===== config.mk =====
export PLATFORM = sky130hd
export DESIGN_NAME = scale_frame_deframer_top_flat
export DESIGN_NICKNAME = d
export VERILOG_FILES = /design/src/rtl/sfd_pkg.sv /design/src/rtl/sfd_byte_if.sv /design/src/rtl/sfd_result_if.sv /design/src/rtl/sfd_framer.sv /design/src/rtl/sfd_decode.sv /design/src/rtl/scale_frame_deframer_top.sv /design/src/flat_wrapper.sv
export SDC_FILE = /design/constraint.sdc
export NUM_CORES = 1
export LEC_CHECK = 0
export BUFFER_PORTS_ARGS = -buffer_cell sky130_fd_sc_hd__clkbuf_2
export CAP_MARGIN = 0
export CORE_MARGIN = 3
export CORE_UTILIZATION = 35
export DETAILED_ROUTE_END_ITERATION = 6
export PLACE_DENSITY_LB_ADDON = 0.05
export SLEW_MARGIN = 30
export SYNTH_ARGS = -nofsm -noshare
export SYNTH_HDL_FRONTEND = slang
export SYNTH_SLANG_ARGS = --single-unit

===== constraint.sdc =====
create_clock -name clk -period 7.55 [get_ports clk]
set_input_delay 0.755 -clock clk [delete_from_list [all_inputs] [get_ports clk]]
set_output_delay 0.755 -clock clk [all_outputs]
set_load 0.05 [all_outputs]

===== src/rtl/sfd_pkg.sv =====
// Package for the scale frame deframer: header codes, command codes,
// frame snapshot type and the weight limit helper. No dependencies.
`default_nettype none

package sfd_pkg;

    localparam int unsigned BODY_DEPTH   = 12;
    localparam int unsigned BODY_IDX_W   = $clog2(BODY_DEPTH);

    localparam logic [7:0] HDR_LEAD      = 8'hEF;
    localparam logic [7:0] HDR_SYNC      = 8'hDD;
    localparam logic [7:0] CMD_WEIGHT    = 8'd12;
    localparam logic [7:0] CMD_BATTERY   = 8'd8;
    localparam logic [7:0] EVT_WEIGHT    = 8'd5;
    localparam logic [7:0] EVT_EXTENDED  = 8'd11;
    localparam logic [7:0] SUB_WEIGHT    = 8'd5;
    localparam logic [1:0] SIGN_BIT      = 2'd1;

    localparam logic [6:0] BATT_MAX      = 7'd100;
    localparam logic [6:0] BATT_MASK     = 7'h7F;
    localparam logic [2:0] DEC_DEFAULT   = 3'd1;

    // frame offsets of interest
    localparam logic [8:0] OFS_COMMAND   = 9'd2;
    localparam logic [8:0] OFS_LENGTH    = 9'd3;
    localparam logic [8:0] OFS_BODY      = 9'd4;
    localparam logic [8:0] OFS_ZERO_END  = 9'd5;

    // minimum lengths for a full weight payload and for the extended subtype byte
    localparam logic [7:0] LEN_MIN_SHORT = 8'd6;
    localparam logic [7:0] LEN_MIN_EXT   = 8'd9;
    localparam logic [7:0] LEN_MIN_SUB   = 8'd3;

    localparam logic       KIND_WEIGHT   = 1'b0;
    localparam logic       KIND_BATTERY  = 1'b1;

    localparam logic [31:0] WEIGHT_LIMIT = 32'd4000;

    typedef logic [BODY_DEPTH-1:0][7:0] sfd_body_t;

    // completed frame handed from the framer to the decoder
    typedef struct packed {
        logic       valid;
        logic [7:0] command;
        logic [7:0] length;
        sfd_body_t  body;
    } sfd_frame_t;

    // big-endian count above this value means the scale sent little-endian
    function automatic logic [31:0] weight_limit(input logic [2:0] dec);
        logic [31:0] lim;
        case (dec)
            3'd2:    lim = WEIGHT_LIMIT * 32'd100;
            3'd3:    lim = WEIGHT_LIMIT * 32'd1000;
            3'd4:    lim = WEIGHT_LIMIT * 32'd10000;
            default: lim = WEIGHT_LIMIT * 32'd10;
        endcase
        return lim;
    endfunction

endpackage

`default_nettype wire


===== src/rtl/sfd_byte_if.sv =====
// Byte channel into the deframer: valid, ready and one received byte.
// Depends on nothing.
`default_nettype none

interface sfd_byte_if;
    logic       valid;
    logic       ready;
    logic [7:0] rx_byte;

    modport source (output valid, output rx_byte, input ready);
    modport sink   (input valid, input rx_byte, output ready);
endinterface

`default_nettype wire


===== src/rtl/sfd_result_if.sv =====
// Result channel out of the deframer: valid, ready and one report.
// Depends on nothing.
`default_nettype none

interface sfd_result_if;
    logic        valid;
    logic        ready;
    logic        result_kind;
    logic [31:0] weight_count;
    logic [2:0]  weight_decimals;
    logic        weight_negative;
    logic [6:0]  battery_percent;

    modport source (output valid, output result_kind, output weight_count,
                    output weight_decimals, output weight_negative,
                    output battery_percent, input ready);
    modport sink   (input valid, input result_kind, input weight_count,
                    input weight_decimals, input weight_negative,
                    input battery_percent, output ready);
endinterface

`default_nettype wire


===== src/rtl/sfd_framer.sv =====
// Header hunt, byte counting and capture of command, length and body.
// Depends on sfd_pkg.
`default_nettype none

module sfd_framer (
    input  wire logic               clk,
    input  wire logic               rst_n,
    input  wire logic               in_valid,
    output logic                    in_ready,
    input  wire logic [7:0]         rx_byte,
    input  wire logic               take,
    output sfd_pkg::sfd_frame_t     frame
);

    logic                lead_seen_reg, lead_seen_next;
    logic                in_frame_reg, in_frame_next;
    logic [8:0]          byte_index_reg, byte_index_next;
    logic [7:0]          length_reg, length_next;
    logic [7:0]          command_reg, command_next;
    sfd_pkg::sfd_body_t  body_reg, body_next;
    logic                fin_valid_reg, fin_valid_next;

    logic                accept;
    logic                finish;
    logic                body_wr;
    logic [sfd_pkg::BODY_IDX_W-1:0] body_idx;

    // a finished frame waiting on a held result blocks further beats
    assign in_ready = !fin_valid_reg || take;
    assign accept   = in_valid && in_ready;

    assign body_wr  = (byte_index_reg[8:4] == 5'd0) && (byte_index_reg[3:2] != 2'd0);
    assign body_idx = sfd_pkg::BODY_IDX_W'(byte_index_reg[3:0] - 4'd4);

    always_comb
    begin
        lead_seen_next  = lead_seen_reg;
        in_frame_next   = in_frame_reg;
        byte_index_next = byte_index_reg;
        length_next     = length_reg;
        command_next    = command_reg;
        body_next       = body_reg;
        finish          = 1'b0;

        if (accept)
        begin
            if (!in_frame_reg)
            begin
                if (lead_seen_reg && rx_byte == sfd_pkg::HDR_SYNC)
                begin
                    in_frame_next   = 1'b1;
                    byte_index_next = sfd_pkg::OFS_COMMAND;
                    lead_seen_next  = 1'b0;
                end
                else
                begin
                    lead_seen_next = (rx_byte == sfd_pkg::HDR_LEAD);
                end
            end
            else if (length_reg == 8'd0 && byte_index_reg == sfd_pkg::OFS_ZERO_END)
            begin
                // empty frame closes late; this beat opens the next hunt
                finish          = 1'b1;
                in_frame_next   = 1'b0;
                byte_index_next = 9'd0;
                lead_seen_next  = (rx_byte == sfd_pkg::HDR_LEAD);
            end
            else
            begin
                if (byte_index_reg == sfd_pkg::OFS_COMMAND)
                    command_next = rx_byte;
                else if (byte_index_reg == sfd_pkg::OFS_LENGTH)
                    length_next = rx_byte;
                else if (body_wr)
                begin
                    for (int i = 0; i < sfd_pkg::BODY_DEPTH; i++)
                    begin
                        if (body_idx == sfd_pkg::BODY_IDX_W'(i))
                            body_next[i] = rx_byte;
                    end
                end

                if (byte_index_reg >= sfd_pkg::OFS_BODY && length_reg != 8'd0 &&
                    byte_index_reg == ({1'b0, length_reg} + sfd_pkg::OFS_BODY))
                begin
                    finish          = 1'b1;
                    in_frame_next   = 1'b0;
                    byte_index_next = 9'd0;
                    lead_seen_next  = 1'b0;
                end
                else
                begin
                    byte_index_next = byte_index_reg + 9'd1;
                end
            end
        end

        if (finish)
            fin_valid_next = 1'b1;
        else if (take)
            fin_valid_next = 1'b0;
        else
            fin_valid_next = fin_valid_reg;
    end

    always_ff @(posedge clk or negedge rst_n)
    begin
        if (!rst_n)
        begin
            lead_seen_reg  <= 1'b0;
            in_frame_reg   <= 1'b0;
            byte_index_reg <= 9'd0;
            fin_valid_reg  <= 1'b0;
        end
        else
        begin
            lead_seen_reg  <= lead_seen_next;
            in_frame_reg   <= in_frame_next;
            byte_index_reg <= byte_index_next;
            fin_valid_reg  <= fin_valid_next;
        end
    end

    always_ff @(posedge clk)
    begin
        length_reg  <= length_next;
        command_reg <= command_next;
        body_reg    <= body_next;
    end

    assign frame.valid   = fin_valid_reg;
    assign frame.command = command_reg;
    assign frame.length  = length_reg;
    assign frame.body    = body_reg;

endmodule

`default_nettype wire


===== src/rtl/sfd_decode.sv =====
// Report decode of a finished frame and the result register.
// Depends on sfd_pkg.
`default_nettype none

module sfd_decode (
    input  wire logic                clk,
    input  wire logic                rst_n,
    input  wire sfd_pkg::sfd_frame_t frame,
    output logic                     take,
    output logic                     out_valid,
    input  wire logic                out_ready,
    output logic                     result_kind,
    output logic [31:0]              weight_count,
    output logic [2:0]               weight_decimals,
    output logic                     weight_negative,
    output logic [6:0]               battery_percent
);

    logic        out_valid_reg;
    logic        kind_reg, kind_next;
    logic [31:0] count_reg, count_next;
    logic [2:0]  dec_reg, dec_next;
    logic        neg_reg, neg_next;
    logic [6:0]  batt_reg, batt_next;

    logic        is_weight, is_battery, evt_short, evt_ext, short_pl, has_result;
    logic [5:0][7:0] pl;
    logic [2:0]  dec;
    logic [31:0] be, le;
    logic [6:0]  batt_raw;

    assign take = !out_valid_reg || out_ready;

    assign evt_short  = frame.body[0] == sfd_pkg::EVT_WEIGHT;
    assign evt_ext    = frame.body[0] == sfd_pkg::EVT_EXTENDED &&
                        frame.length >= sfd_pkg::LEN_MIN_SUB &&
                        frame.body[3] == sfd_pkg::SUB_WEIGHT;
    assign is_weight  = frame.command == sfd_pkg::CMD_WEIGHT && (evt_short || evt_ext);
    assign is_battery = frame.command == sfd_pkg::CMD_BATTERY;
    assign has_result = is_weight || is_battery;

    // extended events carry three extra bytes ahead of the payload
    always_comb
    begin
        for (int k = 0; k < 6; k++)
            pl[k] = evt_short ? frame.body[1 + k] : frame.body[4 + k];
    end

    assign short_pl = evt_short ? (frame.length < sfd_pkg::LEN_MIN_SHORT)
                                : (frame.length < sfd_pkg::LEN_MIN_EXT);

    assign dec = (pl[4] >= 8'd1 && pl[4] <= 8'd4) ? pl[4][2:0] : sfd_pkg::DEC_DEFAULT;
    assign be  = {pl[0], pl[1], pl[2], pl[3]};
    assign le  = {pl[3], pl[2], pl[1], pl[0]};

    assign batt_raw = frame.body[0][6:0] & sfd_pkg::BATT_MASK;

    always_comb
    begin
        kind_next  = sfd_pkg::KIND_WEIGHT;
        count_next = 32'd0;
        dec_next   = sfd_pkg::DEC_DEFAULT;
        neg_next   = 1'b0;
        batt_next  = 7'd0;
        if (is_battery)
        begin
            kind_next = sfd_pkg::KIND_BATTERY;
            batt_next = (batt_raw > sfd_pkg::BATT_MAX) ? sfd_pkg::BATT_MAX : batt_raw;
        end
        else if (!short_pl)
        begin
            count_next = (be > sfd_pkg::weight_limit(dec)) ? le : be;
            dec_next   = dec;
            neg_next   = pl[5][sfd_pkg::SIGN_BIT];
        end
    end

    always_ff @(posedge clk or negedge rst_n)
    begin
        if (!rst_n)
            out_valid_reg <= 1'b0;
        else if (take)
            out_valid_reg <= frame.valid && has_result;
    end

    always_ff @(posedge clk)
    begin
        if (take)
        begin
            kind_reg  <= kind_next;
            count_reg <= count_next;
            dec_reg   <= dec_next;
            neg_reg   <= neg_next;
            batt_reg  <= batt_next;
        end
    end

    assign out_valid       = out_valid_reg;
    assign result_kind     = kind_reg;
    assign weight_count    = count_reg;
    assign weight_decimals = dec_reg;
    assign weight_negative = neg_reg;
    assign battery_percent = batt_reg;

endmodule

`default_nettype wire


===== src/rtl/scale_frame_deframer_top.sv =====
// Scale frame deframer: one received byte per beat, weight and battery reports out.
// A report leaves through the finish register, then the result register, after the
// frame's last beat; an empty frame closes on the beat that follows it.
// Throughput: one byte per cycle; input stalls only while a closed frame waits
// behind a result beat that has not been taken (finish register, result register).
// Reset (rst_n, async, active low) clears the hunt, frame position and valid flags.
`default_nettype none

module scale_frame_deframer_top (
    input  wire logic   clk,
    input  wire logic   rst_n,
    sfd_byte_if.sink    byte_ch,
    sfd_result_if.source result_ch
);

    sfd_pkg::sfd_frame_t frame;
    logic                take;

    sfd_framer u_framer (
        .clk      (clk),
        .rst_n    (rst_n),
        .in_valid (byte_ch.valid),
        .in_ready (byte_ch.ready),
        .rx_byte  (byte_ch.rx_byte),
        .take     (take),
        .frame    (frame)
    );

    sfd_decode u_decode (
        .clk             (clk),
        .rst_n           (rst_n),
        .frame           (frame),
        .take            (take),
        .out_valid       (result_ch.valid),
        .out_ready       (result_ch.ready),
        .result_kind     (result_ch.result_kind),
        .weight_count    (result_ch.weight_count),
        .weight_decimals (result_ch.weight_decimals),
        .weight_negative (result_ch.weight_negative),
        .battery_percent (result_ch.battery_percent)
    );

endmodule

`default_nettype wire


===== src/flat_wrapper.sv =====
// flat-port wrapper written by rule: the top's interface ports become plain ports
module scale_frame_deframer_top_flat 
  (clk, rst_n, byte_ch_valid, byte_ch_rx_byte, byte_ch_ready, result_ch_valid, result_ch_result_kind, result_ch_weight_count, result_ch_weight_decimals, result_ch_weight_negative, result_ch_battery_percent, result_ch_ready);
  sfd_byte_if byte_ch_i ();
  sfd_result_if result_ch_i ();
  input  wire logic clk;
  input  wire logic rst_n;
  input wire logic [$bits(byte_ch_i.valid)-1:0] byte_ch_valid;
  input wire logic [$bits(byte_ch_i.rx_byte)-1:0] byte_ch_rx_byte;
  output wire logic [$bits(byte_ch_i.ready)-1:0] byte_ch_ready;
  output wire logic [$bits(result_ch_i.valid)-1:0] result_ch_valid;
  output wire logic [$bits(result_ch_i.result_kind)-1:0] result_ch_result_kind;
  output wire logic [$bits(result_ch_i.weight_count)-1:0] result_ch_weight_count;
  output wire logic [$bits(result_ch_i.weight_decimals)-1:0] result_ch_weight_decimals;
  output wire logic [$bits(result_ch_i.weight_negative)-1:0] result_ch_weight_negative;
  output wire logic [$bits(result_ch_i.battery_percent)-1:0] result_ch_battery_percent;
  input wire logic [$bits(result_ch_i.ready)-1:0] result_ch_ready;
  assign byte_ch_i.valid = byte_ch_valid;
  assign byte_ch_i.rx_byte = byte_ch_rx_byte;
  assign byte_ch_ready = byte_ch_i.ready;
  assign result_ch_valid = result_ch_i.valid;
  assign result_ch_result_kind = result_ch_i.result_kind;
  assign result_ch_weight_count = result_ch_i.weight_count;
  assign result_ch_weight_decimals = result_ch_i.weight_decimals;
  assign result_ch_weight_negative = result_ch_i.weight_negative;
  assign result_ch_battery_percent = result_ch_i.battery_percent;
  assign result_ch_i.ready = result_ch_ready;
  scale_frame_deframer_top u_core (.clk(clk), .rst_n(rst_n), .byte_ch(byte_ch_i), .result_ch(result_ch_i));
endmodule

==> run metrics <==
Num CTS Buffers 17; Syn Inst Count 546; Place WS 1902 ps; R2R cell count 15; Synth Cell Area 6965 sq um; fin util 42.50%; maximum fanout along the worst path 25; Leakage 2.917 nW; CTS Hold Bufs 0; arrival time at the worst endpoint 5860 ps; Main synth FF type edfxtp_1; clock transition at the registers of the reported paths 70 ps; initial core utilization 36.39%; number of synthesized flops with an enable pin 133; final number of setup-violating endpoints 0; std cell rows 50; placed inst area 7536 sq um; CTS tree yes; first-pass GRT wire length 26280 microns; die height 147.1 microns; Detailed Route Iter0 Violations 261; nets 644; Fin Hold WS 215.9 ps; antenna viol nets, final 0; vias in the first global route 4561; Routed WL 16640 microns; Worst setup EP type register; R2R Path Start u_core.u_framer.frame[1]$_DFFE_PP_; WP data required 7730 ps; Critical Path Start u_core.u_framer.frame[1]$_DFFE_PP_; max_slew headroom 44.11%; final instance area 8137 sq um; FF+latch count, synth 146; Die W 147.1 microns; antenna diode instance count 0; Max clock buf depth 2; register-to-register setup slack 1870 ps; flip-flop count of the largest register after layout 73; Area Growth Syn to Fin 16.81%; sequential area share after synthesis 62.01%; gpl congestion 0.8109; worst setup margin 1869 ps; Pins Over Slew Limit 0; DRC violations left 0; initial antenna violation count 0; Least-Margin Pin Slew 836.3 ps; commonest non-fill, non-tap cells in the layout edfxtp_1, clkbuf_2, nand2_1; share of cells above drive strength 1 19.32%; routed wire length per instance 18.89 microns; skew final 11.97 ps; Via density 5.187; min-delay worst type in2async; Synth Warn # 0; pwr/cell area 217.8 nW/um^2; syn_nets 582; area of the core 19140 sq um; IO Pins 58; CTS HTree Levels 4; postcts setup bufs 0; max cap viols 0; fin crit period 5681 ps; largest net degree at the start of global routing 44; Avg Cell Area, Syn 12.76 sq um; HPWL after DPL 11910 microns; Worst setup SP type register; Crit Path Class reg2reg; Max Clk Rate 176.0 MHz; Total Neg Setup Slack 0 ps; via count 4570; Tcrit/Tclk final 75.25%; Root Buffer clkbuf_16; die area 21630 sq um; most common cell after layout, fill and taps aside edfxtp_1; Initial DRT Pass Iterations 5; Async S/R FF share, synth 8.904%; port bufs 57; r2r endpoint u_core.u_decode.weight_count[24]$_SDFFCE_PP0P_; CP Capture Point u_core.u_decode.weight_count[24]$_SDFFCE_PP0P_; RSZ-0062 raised after global routing no; fill count 1794; Hold Vio Cnt, Final 0; post-cts gate resize count 0; Sink Count 146; run status finished, final reports clean; gr ovfl total 0; number of distinct library cells after synthesis 61; VDD IR max 0.1560 mV; Clock Latency Late Sink 430 ps; total track usage 15.90%
layout make-up:
| class | count | area [sq um] | area share [%] |
|---|---|---|---|
| multi-input combinational | 351 | 2456 | 30.19 |
| inverter | 30 | 112.6 | 1.384 |
| timing repair buffer | 62 | 322.8 | 3.967 |
| clock buffer | 17 | 425.4 | 5.228 |
| sequential | 146 | 4319 | 53.08 |
| tap | 260 | 325.3 | 3.998 |
| clock inverter | 15 | 175.2 | 2.153 |
layer usage:
| layer | GRT usage, % | wire length (microns) | up-vias |
|---|---|---|---|
| li1 | - | - | 2193 |
| met5 | 0 | 0 | - |
| met2 | 24.93 | 7699 | 114 |
| met4 | 5.452 | 284 | 0 |
| met3 | 3.547 | 680 | 20 |
| met1 | 21.93 | 7977 | 2243 |
cells in the mapped netlist, drive strengths merged (2+ instances only):
cell     instances  area share (%)
a2111o           2            0.32
a2111oi          3            0.65
a211oi          23             3.5
a21oi           28             2.0
a22o             2            0.25
a22oi            6            0.65
a31oi            4            0.36
and2            17             1.5
and3             3            0.27
buf              6            0.65
clkbuf          13            0.72
dfrtp           13             4.7
edfxtp         133              57
ha              24             4.3
inv             30             1.6
mux2i           23             3.3
nand2           44             2.4
nand2b           3            0.27
nand3           16             1.1
nand3b           3            0.32
nand4            5            0.45
nand4b           2            0.25
nor2            37             2.0
nor2b            5            0.45
nor3            14             1.0
nor3b            4            0.50
nor4             7            0.63
nor4b            5            0.81
nor4bb           2            0.29
o211ai           3            0.32
o21a             4            0.43
o21ai           17             1.2
o221ai           3            0.38
o22ai            2            0.18
o2bb2ai          2            0.25
or2              4            0.36
or3              3            0.27
or4              5            0.54
xnor2            5            0.63
xor2             9             1.1
report_power, final:
| part | leakage, nW | total [mW] | switching [mW] | internal [mW] |
|---|---|---|---|---|
| clock network | 0.296 | 0.861 | 0.364 | 0.497 |
| logic | 1.16 | 0.0270 | 0.0200 | 0.00693 |
| registers | 1.46 | 0.884 | 0.00471 | 0.879 |
metrics by stage:
| step | std cells | power (mW) |
|---|---|---|
| after floorplan | 546 | 0.9091 |
| after global placement | 849 | 0.9285 |
| after detailed placement | 849 | 0.9291 |
| after CTS | 881 | 1.792 |
| after global routing | 881 | 1.829 |
| final | 881 | 1.772 |
worst min-delay path by stage:
| stage | startpoint | end | slack, ps | depth (start not counted) |
|---|---|---|---|---|
| after CTS | rst_n | u_core.u_framer.byte_index_reg[5]$_DFFE_PN0P_ | 210 | 1 |
| after floorplan | rst_n | u_core.u_decode.out_valid$_DFFE_PN0P_ | 460 | 0 |
| after detailed placement | u_core.u_framer.fin_valid_reg$_DFFE_PN0P_ | u_core.u_decode.out_valid$_DFFE_PN0P_ | 510 | 2 |
| final | rst_n | u_core.u_framer.byte_index_reg[8]$_DFFE_PN0P_ | 220 | 1 |
| after global routing | rst_n | u_core.u_framer.byte_index_reg[5]$_DFFE_PN0P_ | 220 | 1 |
| after global placement | u_core.u_framer.fin_valid_reg$_DFFE_PN0P_ | u_core.u_decode.out_valid$_DFFE_PN0P_ | 510 | 2 |
cell families after synthesis:
logic type | after synthesis | synth area share [%]
XOR/XNOR | 14 | 1.760
flip-flops | 146 | 62.01
AO/OA/AOI/OAI | 110 | 12.05
buffers and inverters | 49 | 2.982
multiplexers | 23 | 3.305
adder cells (fa/ha/maj) | 24 | 4.311
AND/OR/NAND/NOR | 180 | 13.58
critical path: stages (launching register included):
cell	delay [ps]
edfxtp_1	450
nor4b_2	730
nand2_1	710
nor3_1	330
nor2_1	100
xor2_1	180
nor4_1	520
inv_1	190
ha_1	360
a211oi_1	240
o211ai_1	130
a221oi_1	320
a32oi_2	170
a211oi_2	560
o2bb2ai_1	110
o31a_1	310
Note: power is estimated with default switching activity, not from simulation.
